[src/wvd_pkg.sv]
// Shared types and constants for the windowed vote detector.
package wvd_pkg;

    // Configuration register indexes
    localparam logic [1:0] CFG_SCORE_THRESHOLD = 2'd0;
    localparam logic [1:0] CFG_VOTE_QUOTA      = 2'd1;
    localparam logic [1:0] CFG_COOLDOWN_FRAMES = 2'd2;

    localparam int unsigned SCORE_W    = 8;
    localparam int unsigned NEEDED_W   = 7;
    localparam int unsigned COOLDOWN_W = 10;
    localparam int unsigned TOTAL_W    = 7;
    localparam int unsigned CFG_DATA_W = 10;
    localparam int unsigned OUT_DATA_W = 16;

    localparam logic [SCORE_W-1:0]    THRESHOLD_RST = 8'd128;
    localparam logic [NEEDED_W-1:0]   NEEDED_RST    = 7'd20;
    localparam logic [COOLDOWN_W-1:0] COOLDOWN_RST  = 10'd200;
    localparam logic [TOTAL_W-1:0]    TOTAL_MAX     = 7'd127;

    typedef enum logic [3:0] {
        ST_IDLE   = 4'b0001,
        ST_SCAN   = 4'b0010,
        ST_FINISH = 4'b0100,
        ST_RESULT = 4'b1000
    } state_t;

endpackage

[src/windowed_vote_detector_with_cooldown.sv]
// Top level of the k-of-n sliding window voter with cooldown.
// Usage:
//   s_* channel: one beat per frame, s_tdata[7:0] = score.
//   m_* channel: one beat per frame, m_tdata = {7'b0, in_cooldown,
//     vote_total[6:0], detected} from bit 15 down to bit 0.
//   cfg_* channel: register writes, always ready; index 0 score_threshold,
//     1 needed vote count, 2 cooldown_frames, other indexes ignored. Write
//     only while no frame is in flight.
// Flow:
//   A frame inside cooldown goes from accept straight to the result state,
//   with no scan. Otherwise the scan reads the score ring one entry per
//   cycle through the single read port of the window RAM, over all stored
//   scores (1 .. WINDOW_LEN, the new one included). One frame is processed
//   at a time; s_tready is low while a frame is in work.
// Reset: fill count, write slot and cooldown go to zero and the registers to
//   their defaults; the RAM needs no clearing since only filled entries
//   are read.
// Stall: a result waits in the output register; a later result waits in
//   its final state until m_tready frees that register.
module windowed_vote_detector_with_cooldown
    import wvd_pkg::*;
#(
    parameter int WINDOW_LEN = 100
) (
    input  logic                  clk,
    input  logic                  rst_n,
    input  logic                  s_tvalid,
    output logic                  s_tready,
    input  logic [SCORE_W-1:0]    s_tdata,    // [7:0] score
    output logic                  m_tvalid,
    input  logic                  m_tready,
    output logic [OUT_DATA_W-1:0] m_tdata,    // [0] detected, [7:1] vote_total,
                                              // [8] in_cooldown, [15:9] zero
    input  logic                  cfg_valid,
    output logic                  cfg_ready,
    input  logic [1:0]            cfg_index,
    input  logic [CFG_DATA_W-1:0] cfg_data
);

    localparam int IDX_W  = (WINDOW_LEN > 1) ? $clog2(WINDOW_LEN) : 1;
    localparam int FILL_W = $clog2(WINDOW_LEN + 1);
    localparam int CMP_W  = (FILL_W > TOTAL_W) ? FILL_W : TOTAL_W;

    // configuration
    logic [SCORE_W-1:0]    threshold_reg;
    logic [NEEDED_W-1:0]   needed_reg;
    logic [COOLDOWN_W-1:0] cool_frames_reg;

    // window state
    state_t                state_reg, state_next;
    logic [IDX_W-1:0]      slot_reg, slot_next;
    logic [FILL_W-1:0]     fill_reg, fill_next;
    logic [COOLDOWN_W-1:0] cool_reg, cool_next;

    // scan
    logic [IDX_W-1:0]      idx_reg, idx_next;
    logic                  pend_reg, pend_next;
    logic [FILL_W-1:0]     count_reg, count_next;
    logic                  res_cool_reg, res_cool_next;

    // output register
    logic                  out_valid_reg, out_valid_next;
    logic                  out_det_reg, out_det_next;
    logic [TOTAL_W-1:0]    out_total_reg, out_total_next;
    logic                  out_cool_reg, out_cool_next;

    logic                  accept;
    logic                  out_free;
    logic                  hit;
    logic                  ram_rd_en;
    logic [SCORE_W-1:0]    ram_rd_data;
    logic [CMP_W-1:0]      count_cmp;
    logic [CMP_W-1:0]      needed_cmp;
    logic                  detect;

    assign cfg_ready = 1'b1;
    assign s_tready  = (state_reg == ST_IDLE);
    assign accept    = s_tvalid && s_tready;
    assign out_free  = !out_valid_reg || m_tready;
    assign ram_rd_en = (state_reg == ST_SCAN);
    assign hit       = pend_reg && (ram_rd_data >= threshold_reg);
    assign count_cmp  = CMP_W'(count_reg);
    assign needed_cmp = CMP_W'(needed_reg);
    assign detect     = !res_cool_reg && (count_cmp >= needed_cmp);

    assign m_tvalid = out_valid_reg;
    assign m_tdata  = {{(OUT_DATA_W - TOTAL_W - 2){1'b0}},
                       out_cool_reg, out_total_reg, out_det_reg};

    wvd_ram #(
        .WIDTH (SCORE_W),
        .DEPTH (WINDOW_LEN)
    ) u_ring (
        .clk     (clk),
        .wr_en   (accept),
        .wr_addr (slot_reg),
        .wr_data (s_tdata),
        .rd_en   (ram_rd_en),
        .rd_addr (idx_reg),
        .rd_data (ram_rd_data)
    );

    // configuration writes
    always_ff @(posedge clk or negedge rst_n)
    begin
        if (!rst_n)
        begin
            threshold_reg   <= THRESHOLD_RST;
            needed_reg      <= NEEDED_RST;
            cool_frames_reg <= COOLDOWN_RST;
        end
        else if (cfg_valid && cfg_ready)
        begin
            unique case (cfg_index)
                CFG_SCORE_THRESHOLD: threshold_reg   <= cfg_data[SCORE_W-1:0];
                CFG_VOTE_QUOTA:      needed_reg      <= cfg_data[NEEDED_W-1:0];
                CFG_COOLDOWN_FRAMES: cool_frames_reg <= cfg_data[COOLDOWN_W-1:0];
                default:             ;
            endcase
        end
    end

    // sequencer
    always_comb
    begin
        state_next     = state_reg;
        slot_next      = slot_reg;
        fill_next      = fill_reg;
        cool_next      = cool_reg;
        idx_next       = idx_reg;
        pend_next      = 1'b0;
        count_next     = count_reg;
        res_cool_next  = res_cool_reg;
        out_valid_next = out_valid_reg && !m_tready;
        out_det_next   = out_det_reg;
        out_total_next = out_total_reg;
        out_cool_next  = out_cool_reg;

        // one compare per returned RAM word
        if (hit)
        begin
            count_next = count_reg + FILL_W'(1);
        end

        unique case (state_reg)
            ST_IDLE:
            begin
                if (accept)
                begin
                    slot_next = (slot_reg == IDX_W'(WINDOW_LEN - 1)) ? '0
                                                                     : slot_reg + IDX_W'(1);
                    if (fill_reg != FILL_W'(WINDOW_LEN))
                    begin
                        fill_next = fill_reg + FILL_W'(1);
                    end
                    idx_next   = '0;
                    count_next = '0;
                    if (cool_reg != '0)
                    begin
                        cool_next     = cool_reg - COOLDOWN_W'(1);
                        res_cool_next = 1'b1;
                        state_next    = ST_RESULT;
                    end
                    else
                    begin
                        res_cool_next = 1'b0;
                        state_next    = ST_SCAN;
                    end
                end
            end
            ST_SCAN:
            begin
                pend_next = 1'b1;
                if (FILL_W'(idx_reg) + FILL_W'(1) == fill_reg)
                begin
                    state_next = ST_FINISH;
                end
                else
                begin
                    idx_next = idx_reg + IDX_W'(1);
                end
            end
            ST_FINISH:
            begin
                // last word is counted above
                state_next = ST_RESULT;
            end
            ST_RESULT:
            begin
                if (out_free)
                begin
                    out_valid_next = 1'b1;
                    out_cool_next  = res_cool_reg;
                    out_det_next   = detect;
                    if (res_cool_reg)
                    begin
                        out_total_next = '0;
                    end
                    else if (count_cmp > CMP_W'(TOTAL_MAX))
                    begin
                        out_total_next = TOTAL_MAX;
                    end
                    else
                    begin
                        out_total_next = count_cmp[TOTAL_W-1:0];
                    end
                    if (detect)
                    begin
                        slot_next = '0;
                        fill_next = '0;
                        cool_next = cool_frames_reg;
                    end
                    state_next = ST_IDLE;
                end
            end
            default:
            begin
                state_next = ST_IDLE;
            end
        endcase
    end

    always_ff @(posedge clk or negedge rst_n)
    begin
        if (!rst_n)
        begin
            state_reg     <= ST_IDLE;
            slot_reg      <= '0;
            fill_reg      <= '0;
            cool_reg      <= '0;
            pend_reg      <= 1'b0;
            out_valid_reg <= 1'b0;
        end
        else
        begin
            state_reg     <= state_next;
            slot_reg      <= slot_next;
            fill_reg      <= fill_next;
            cool_reg      <= cool_next;
            pend_reg      <= pend_next;
            out_valid_reg <= out_valid_next;
        end
    end

    always_ff @(posedge clk)
    begin
        idx_reg       <= idx_next;
        count_reg     <= count_next;
        res_cool_reg  <= res_cool_next;
        out_det_reg   <= out_det_next;
        out_total_reg <= out_total_next;
        out_cool_reg  <= out_cool_next;
    end

`ifndef NO_ASSERTIONS
    a_fill_bound: assert property (@(posedge clk) disable iff (!rst_n)
        fill_reg <= FILL_W'(WINDOW_LEN))
        else $error("fill count above window length");

    a_det_not_cool: assert property (@(posedge clk) disable iff (!rst_n)
        m_tvalid |-> !(out_det_reg && out_cool_reg))
        else $error("detection reported inside cooldown");

    a_cool_no_votes: assert property (@(posedge clk) disable iff (!rst_n)
        (m_tvalid && out_cool_reg) |-> (out_total_reg == '0))
        else $error("votes reported inside cooldown");

    a_clear_on_det: assert property (@(posedge clk) disable iff (!rst_n)
        (state_reg == ST_RESULT && out_free && detect) |=> (fill_reg == '0))
        else $error("window not cleared after detection");

    a_scan_no_cool: assert property (@(posedge clk) disable iff (!rst_n)
        (state_reg == ST_SCAN) |-> (cool_reg == '0))
        else $error("scan started during cooldown");
`endif

endmodule

[src/wvd_ram.sv]
// Generic single-write, single-read RAM with registered read data.
module wvd_ram #(
    parameter int WIDTH = 8,
    parameter int DEPTH = 128
) (
    input  logic                                    clk,
    input  logic                                    wr_en,
    input  logic [(DEPTH > 1 ? $clog2(DEPTH) : 1)-1:0] wr_addr,
    input  logic [WIDTH-1:0]                        wr_data,
    input  logic                                    rd_en,
    input  logic [(DEPTH > 1 ? $clog2(DEPTH) : 1)-1:0] rd_addr,
    output logic [WIDTH-1:0]                        rd_data
);

    logic [WIDTH-1:0] mem [DEPTH];

    always_ff @(posedge clk)
    begin
        if (wr_en)
        begin
            mem[wr_addr] <= wr_data;
        end
        if (rd_en)
        begin
            rd_data <= mem[rd_addr];
        end
    end

endmodule
[config.mk]
export PLATFORM = sky130hd
export DESIGN_NAME = windowed_vote_detector_with_cooldown
export DESIGN_NICKNAME = d
export VERILOG_FILES = /design/src/wvd_pkg.sv /design/src/windowed_vote_detector_with_cooldown.sv /design/src/wvd_ram.sv
export SDC_FILE = /design/constraint.sdc
export NUM_CORES = 1
export LEC_CHECK = 0
export BUFFER_PORTS_ARGS = -buffer_cell sky130_fd_sc_hd__buf_4
export CORE_ASPECT_RATIO = 1.5
export CORE_MARGIN = 2
export CORE_UTILIZATION = 45
export DETAILED_ROUTE_END_ITERATION = 10
export PLACE_DENSITY = 0.68
export SETUP_SLACK_MARGIN = 0.15
export SYNTH_ARGS = -nofsm -noshare
export SYNTH_HDL_FRONTEND = slang
export SYNTH_SLANG_ARGS = --single-unit
[constraint.sdc]
create_clock -name clk -period 4.6 [get_ports clk]
set_clock_uncertainty 0.05 [all_clocks]
set_input_delay 0.23 -clock clk [delete_from_list [all_inputs] [get_ports clk]]
set_output_delay 0.23 -clock clk [all_outputs]
set_load 0.05 [all_outputs]
==> qor.yml, run 1 <==
avgViaCountPerCell: 5.96
drtIter0Drc: 1765
dpl.cell_count: 2871
tns_ps: 0
outcome: "finished clean"
fin_util: 0.506
leakage_nw: 12.7
cp.required_ps: 4810
synthCells: 1871
clock_latency_ps: 650
async_flop_share: 0.0620
area_growth_pct: 11.7
synthAdderAreaFrac: 0.00774
yosys.area_share.simple: 0.0429
layout-drive-gt1-share: 0.219
max_slew.worst_pin.slew_ps: 1280
cts_tree: "done"
port_buffers: 35
core_sq_um: 78500
clk_pin_slew_worst_paths_ps: 70
total_power_mw: 17.6
wl_microns: 80900
ys.warnings.count: 0
grt_util_all_layers: 0.202
diodes: 0
dp_hpwl_microns: 50700
drc: 0
instances_no_fill: 3025
vias: 18000
synth_top_family_by_area: "multiplexers"
wl_per_cell_microns: 26.8
final_hold_viol_count: 0
power.density_nw_per_um2: 443
slew_violations: 0
max-cap-violations: 0
setup_viol: 0
gp_congestion: 0.894
r2r_setup_slack_ps: 870
synthTopCellsByArea: "edfxtp_1, mux4_2, dfrtp_1"
die_area_sq_um: 81300
netlist_area_sq_um: 35600
synth.most_common_cell: "edfxtp_1"
synth-seq-area-share: 0.739
rows: 126
dr.pass1.iters: 6
post_cts_resized: 0
largest_reg_flops: 800
overflow: 0
synth-xor-area-share: 0.00296
crit_type: "reg2reg"
irDropWorstVdd_mv: 0.258
cts.path.max_buffers: 3
synth_cell_type_count: 61
synth_common_cells: "edfxtp_1, mux4_2, nor2_1"
grt_max_degree: 101
min_period_over_period: 0.810
clock-sinks: 887
ioPinCount: 44
worstSetupStartpointType: "flop"
die_h_microns: 348
synth-compound-area-share: 0.0369
cts_buffers: 77
grt_pass1_vias: 18700
hp-class: "in2reg"
fmax_mhz: 268
arrival_ps: 3940
synth_area_per_cell_sq_um: 19.0
grt_setup_unrepaired: "false"
fin_crit_ps: 3730
antenna_left: 0
yosysTopAreaCell: "edfxtp_1"
grt_pass1_wl_microns: 120000
layout.nets: 1987
cp_max_fo: 18
synth_edf_count: 825
relSlewSlack: 0.147
synth_top_area_frac: 0.697
antenna_found_initial: 0
fill_cells: 6139
endpoint_kind: "flop"
synth_mux_area_frac: 0.151
root_buffer: "clkbuf_16"
initial_utilization: 0.453
ys_seq_elements: 887
cts.htree.levels: 3
die_x_microns: 234
synth_top_flop_cell: "edfxtp_1"
-- stage by stage --
step	setup slack, ps	hold slack (ps)	cell area [sq um]
2_1_floorplan	425	-116	35600
3_3_place_gp	1110	275	36900
3_5_place_dp	1000	281	36900
4_1_cts	946	0.862	39700
5_1_grt	623	48.5	39700
6_report	872	16.0	39700
-- per-layer routing --
metal	GRT usage	wire (microns)
met1	0.243	29800
met3	0.0251	4370
met4	0.100	3770
met5	0	0
met2	0.357	43000
-- critical path, cell delays in order (launching register included) --
cell and delay (ps):
dfstp_2 590, nor4b_1 670, nand2_1 490, clkinv_1 470, nand3_1 140, buf_4 280
nor2_1 640
-- layout by cell type, fill, tap and decap left out, types with 8 or more instances in the layout --
cell,netlist,final
dlygate4sd3_1,0,14
clkinv_1,1,11
o31ai_1,13,13
nor3_1,10,9
mux4_2,195,195
bufinv_16,0,12
dfrtp_1,48,48
nand2_1,67,67
or3_1,8,8
clkinv_2,0,12
nand4_1,10,10
a21oi_1,41,41
o21ai_0,63,63
nor2_1,128,128
edfxtp_1,825,825
mux2i_1,66,66
buf_4,20,72
nor2b_1,28,28
inv_1,26,26
a22oi_1,20,20
a2111oi_0,8,8
ha_1,22,22
clkbuf_1,49,8
mux2_2,28,28
nand2b_1,8,8
nand3_1,27,27
conb_1,2,8
clkbuf_16,0,80
o22ai_1,10,10
-- cells by family (layout without fill, tap and decap cells) --
logic type,count (synthesis),in the layout
flops,887,887
simple gates,321,321
mux,289,289
compound gates,205,205
buf+inv,133,257
fa+ha+maj,22,22
xor+xnor,12,12
other cells,2,8
-- area by class of cell --
class	instances	area (sq um)	area share
multi-input combinational	857	8620	0.217
inverter	27	101	0.00255
sequential	887	26300	0.662
timing repair buffer	90	761	0.0191
tap	1024	1280	0.0322
clock inverter	49	593	0.0149
clock buffer	91	2070	0.0522
-- report_power, final --
part / internal (mW) / switching (mW)
clock: 3.93 / 2.90
combinational: 0.576 / 0.997
sequential: 9.03 / 0.186
total: 13.5 / 4.09
-- what timing repair did --
action / 4_1_cts / 5_1_grt
hold buffers: 14 / 0
endpoints found under the setup margin: 0 / 0
hold endpoints to repair: 90 / 0
buffers inserted: 0 / 0
-- final timing paths --
path / cells past startpoint / startpoint / endpoint
setup reg to reg: 6 / state_reg[0]$_DFFE_PN1P_ / u_ring.mem[20][4]$_DFFE_PP_
hold reg to reg: 2 / threshold_reg[7]$_DFFE_PN1P_ / threshold_reg[7]$_DFFE_PN1P_
setup / recovery: 6 / state_reg[0]$_DFFE_PN1P_ / u_ring.mem[20][4]$_DFFE_PP_
min in group asynchronous: 2 / rst_n / needed_cmp[5]$_DFFE_PN0P_
hold / removal: 4 / cfg_index[0] / threshold_reg[2]$_DFFE_PN0P_
max in group asynchronous: 2 / rst_n / cool_frames_reg[5]$_DFFE_PN0P_
Note: power is estimated with default switching activity, not from simulation.
==> inputs of run 2 (changes only) <==
- PLACE_DENSITY: 0.68 -> 0.7
- clock period: 4.6 -> 3.3 ns (I/O delays scaled with it)
==> run 2 against run 1 <==
Effect of this change: global-route usage down 0.084 points; first-iteration DRC count up 11%; cell count up 4.2%; die area unchanged; total power up 36%; worst setup slack worse by 500 ps; via count up 3.1%; largest power group unchanged.
==> qor.yml, run 2 (same netlist as run 1, synthesis figures left out) <==
outcome: "finished clean"
largest_reg_flops: 800
fin_crit_ps: 2930
cts_tree: "done"
postCtsHoldBufs: 25
cts.htree.levels: 3
cp_slowest_cell: "edfxtp_1"
sw_frac_of_total: 0.230
crit_type: "reg2reg"
final_hold_viol_count: 0
final_common_cell: "edfxtp_1"
ioPinCount: 44
cp_max_fo: 49
antenna_found_initial: 0
cp_num_buf_inv: 2
drtIter0Drc: 1952
path_cells: "buf_12 > buf_12 > mux4_2 > nor2b_1 > a2111oi_0 > a21oi_1 > nand3_1 > a32oi_1"
drc: 0
root_buffer: "clkbuf_16"
post_cts_resized: 0
core_sq_um: 78500
worstSetupStartpointType: "flop"
fill_cells: 6129
wl_per_cell_microns: 25.8
min_period_over_period: 0.888
dp_slack_ps: 396
cts_buffers: 76
wl_microns: 81200
layout-drive-gt1-share: 0.256
switching_power_mw: 5.53
fmax_mhz: 341
grt_pass1_vias: 19100
max_slew.worst_pin.slew_ps: 1170
power.density_nw_per_um2: 591
area_growth_pct: 14.3
grt_max_degree: 101
grtUsageMet1: 0.248
irDropWorstVdd_mv: 0.432
seqPwrFrac: 0.535
avgViaCountPerCell: 5.89
clk_pin_slew_worst_paths_ps: 70
use_met3: 0.0269
die_area_sq_um: 81300
antenna_left: 0
cts_setup_buffers: 0
dr.pass1.iters: 5
endpoint_kind: "flop"
p_int_mw: 18.5
most-common-layout-cells: "edfxtp_1, mux4_2, buf_4, nor2_1, clkbuf_16"
dp_hpwl_microns: 51500
relSlewSlack: 0.219
arrival_ps: 3220
grt_setup_unrepaired: "false"
overflow: 0
clock_latency_ps: 630
setup_viol: 0
grt_util_all_layers: 0.201
clock-sinks: 887
vias: 18600
max-cap-violations: 0
leakage_nw: 13.3
layout_setup_ws_ps: 370
gp_congestion: 0.912
rows: 126
grt_pass1_wl_microns: 121000
diodes: 0
grt_use_met2: 0.355
tns_ps: 0
slowest_delay_ps: 570
cp_common_cell: "buf_12"
combPwrFrac: 0.096
cpLargestDelayFamily: "compound AO/OA/AOI/OAI gates"
die_x_microns: 234
cts.path.max_buffers: 3
slew_violations: 0
hp-class: "in2reg"
cp.required_ps: 3590
layout.nets: 2121
initial_utilization: 0.453
port_buffers: 35
die_h_microns: 348
grt_busiest_layer: "met2"
clockPowerShare: 0.370
[run 2: per-layer routing]
layer	vias to the layer above	part of all wire
li1	7936	-
met1	9745	0.37
met2	723	0.53
met3	173	0.056
met4	0	0.041
met5	-	0
[run 2: stage by stage]
stage	hold slack, ps	total power [mW]	utilization	area [sq um]	std cells
after floorplan	-181	14.4	-	35600	1877
after global placement	205	15.2	0.484	38000	2995
after detailed placement	218	15.3	0.484	38000	2995
after CTS	47.2	24.2	0.518	40700	3153
after global routing	64.5	24.8	0.518	40700	3153
final	29.5	24.0	0.518	40700	3153
[run 2: final cells by class]
class / count / area (sq um) / share of cell area
inverter: 27 / 101 / 0.00249
clock buffer: 93 / 1990 / 0.0489
timing repair buffer: 225 / 1910 / 0.0471
sequential: 887 / 26300 / 0.647
clock inverter: 40 / 437 / 0.0107
tap: 1024 / 1280 / 0.0315
multi-input combinational: 857 / 8640 / 0.212
[run 2: worst paths after layout]
check	from	depth (start not counted)	slack, ps	endpoint
setup / recovery	idx_reg[1]$_SDFFCE_PN0P_	8	370	u_ring.rd_data[3]$_DFFE_PP_
hold / removal	s_tdata[4]	1	30	u_ring.mem[16][4]$_DFFE_PP_
setup reg to reg	idx_reg[1]$_SDFFCE_PN0P_	8	370	u_ring.rd_data[3]$_DFFE_PP_
hold reg to reg	cool_frames_reg[4]$_DFFE_PN0P_	1	460	cool_frames_reg[4]$_DFFE_PN0P_
max in group asynchronous	rst_n	2	2610	threshold_reg[5]$_DFFE_PN0P_
min in group asynchronous	rst_n	2	80	cool_reg[9]$_DFFE_PN0P_
[run 2: power by group through the flow]
| stage | combinational, mW | sequential [mW] | clock [mW] |
|---|---|---|---|
| detailed placement | 2.25 | 13.1 | 0 |
| floorplan | 1.44 | 13.0 | 0 |
| global placement | 2.19 | 13.1 | 0 |
| finish | 2.30 | 12.8 | 8.88 |
| global route | 2.46 | 12.9 | 9.42 |
| CTS | 2.30 | 12.8 | 9.04 |
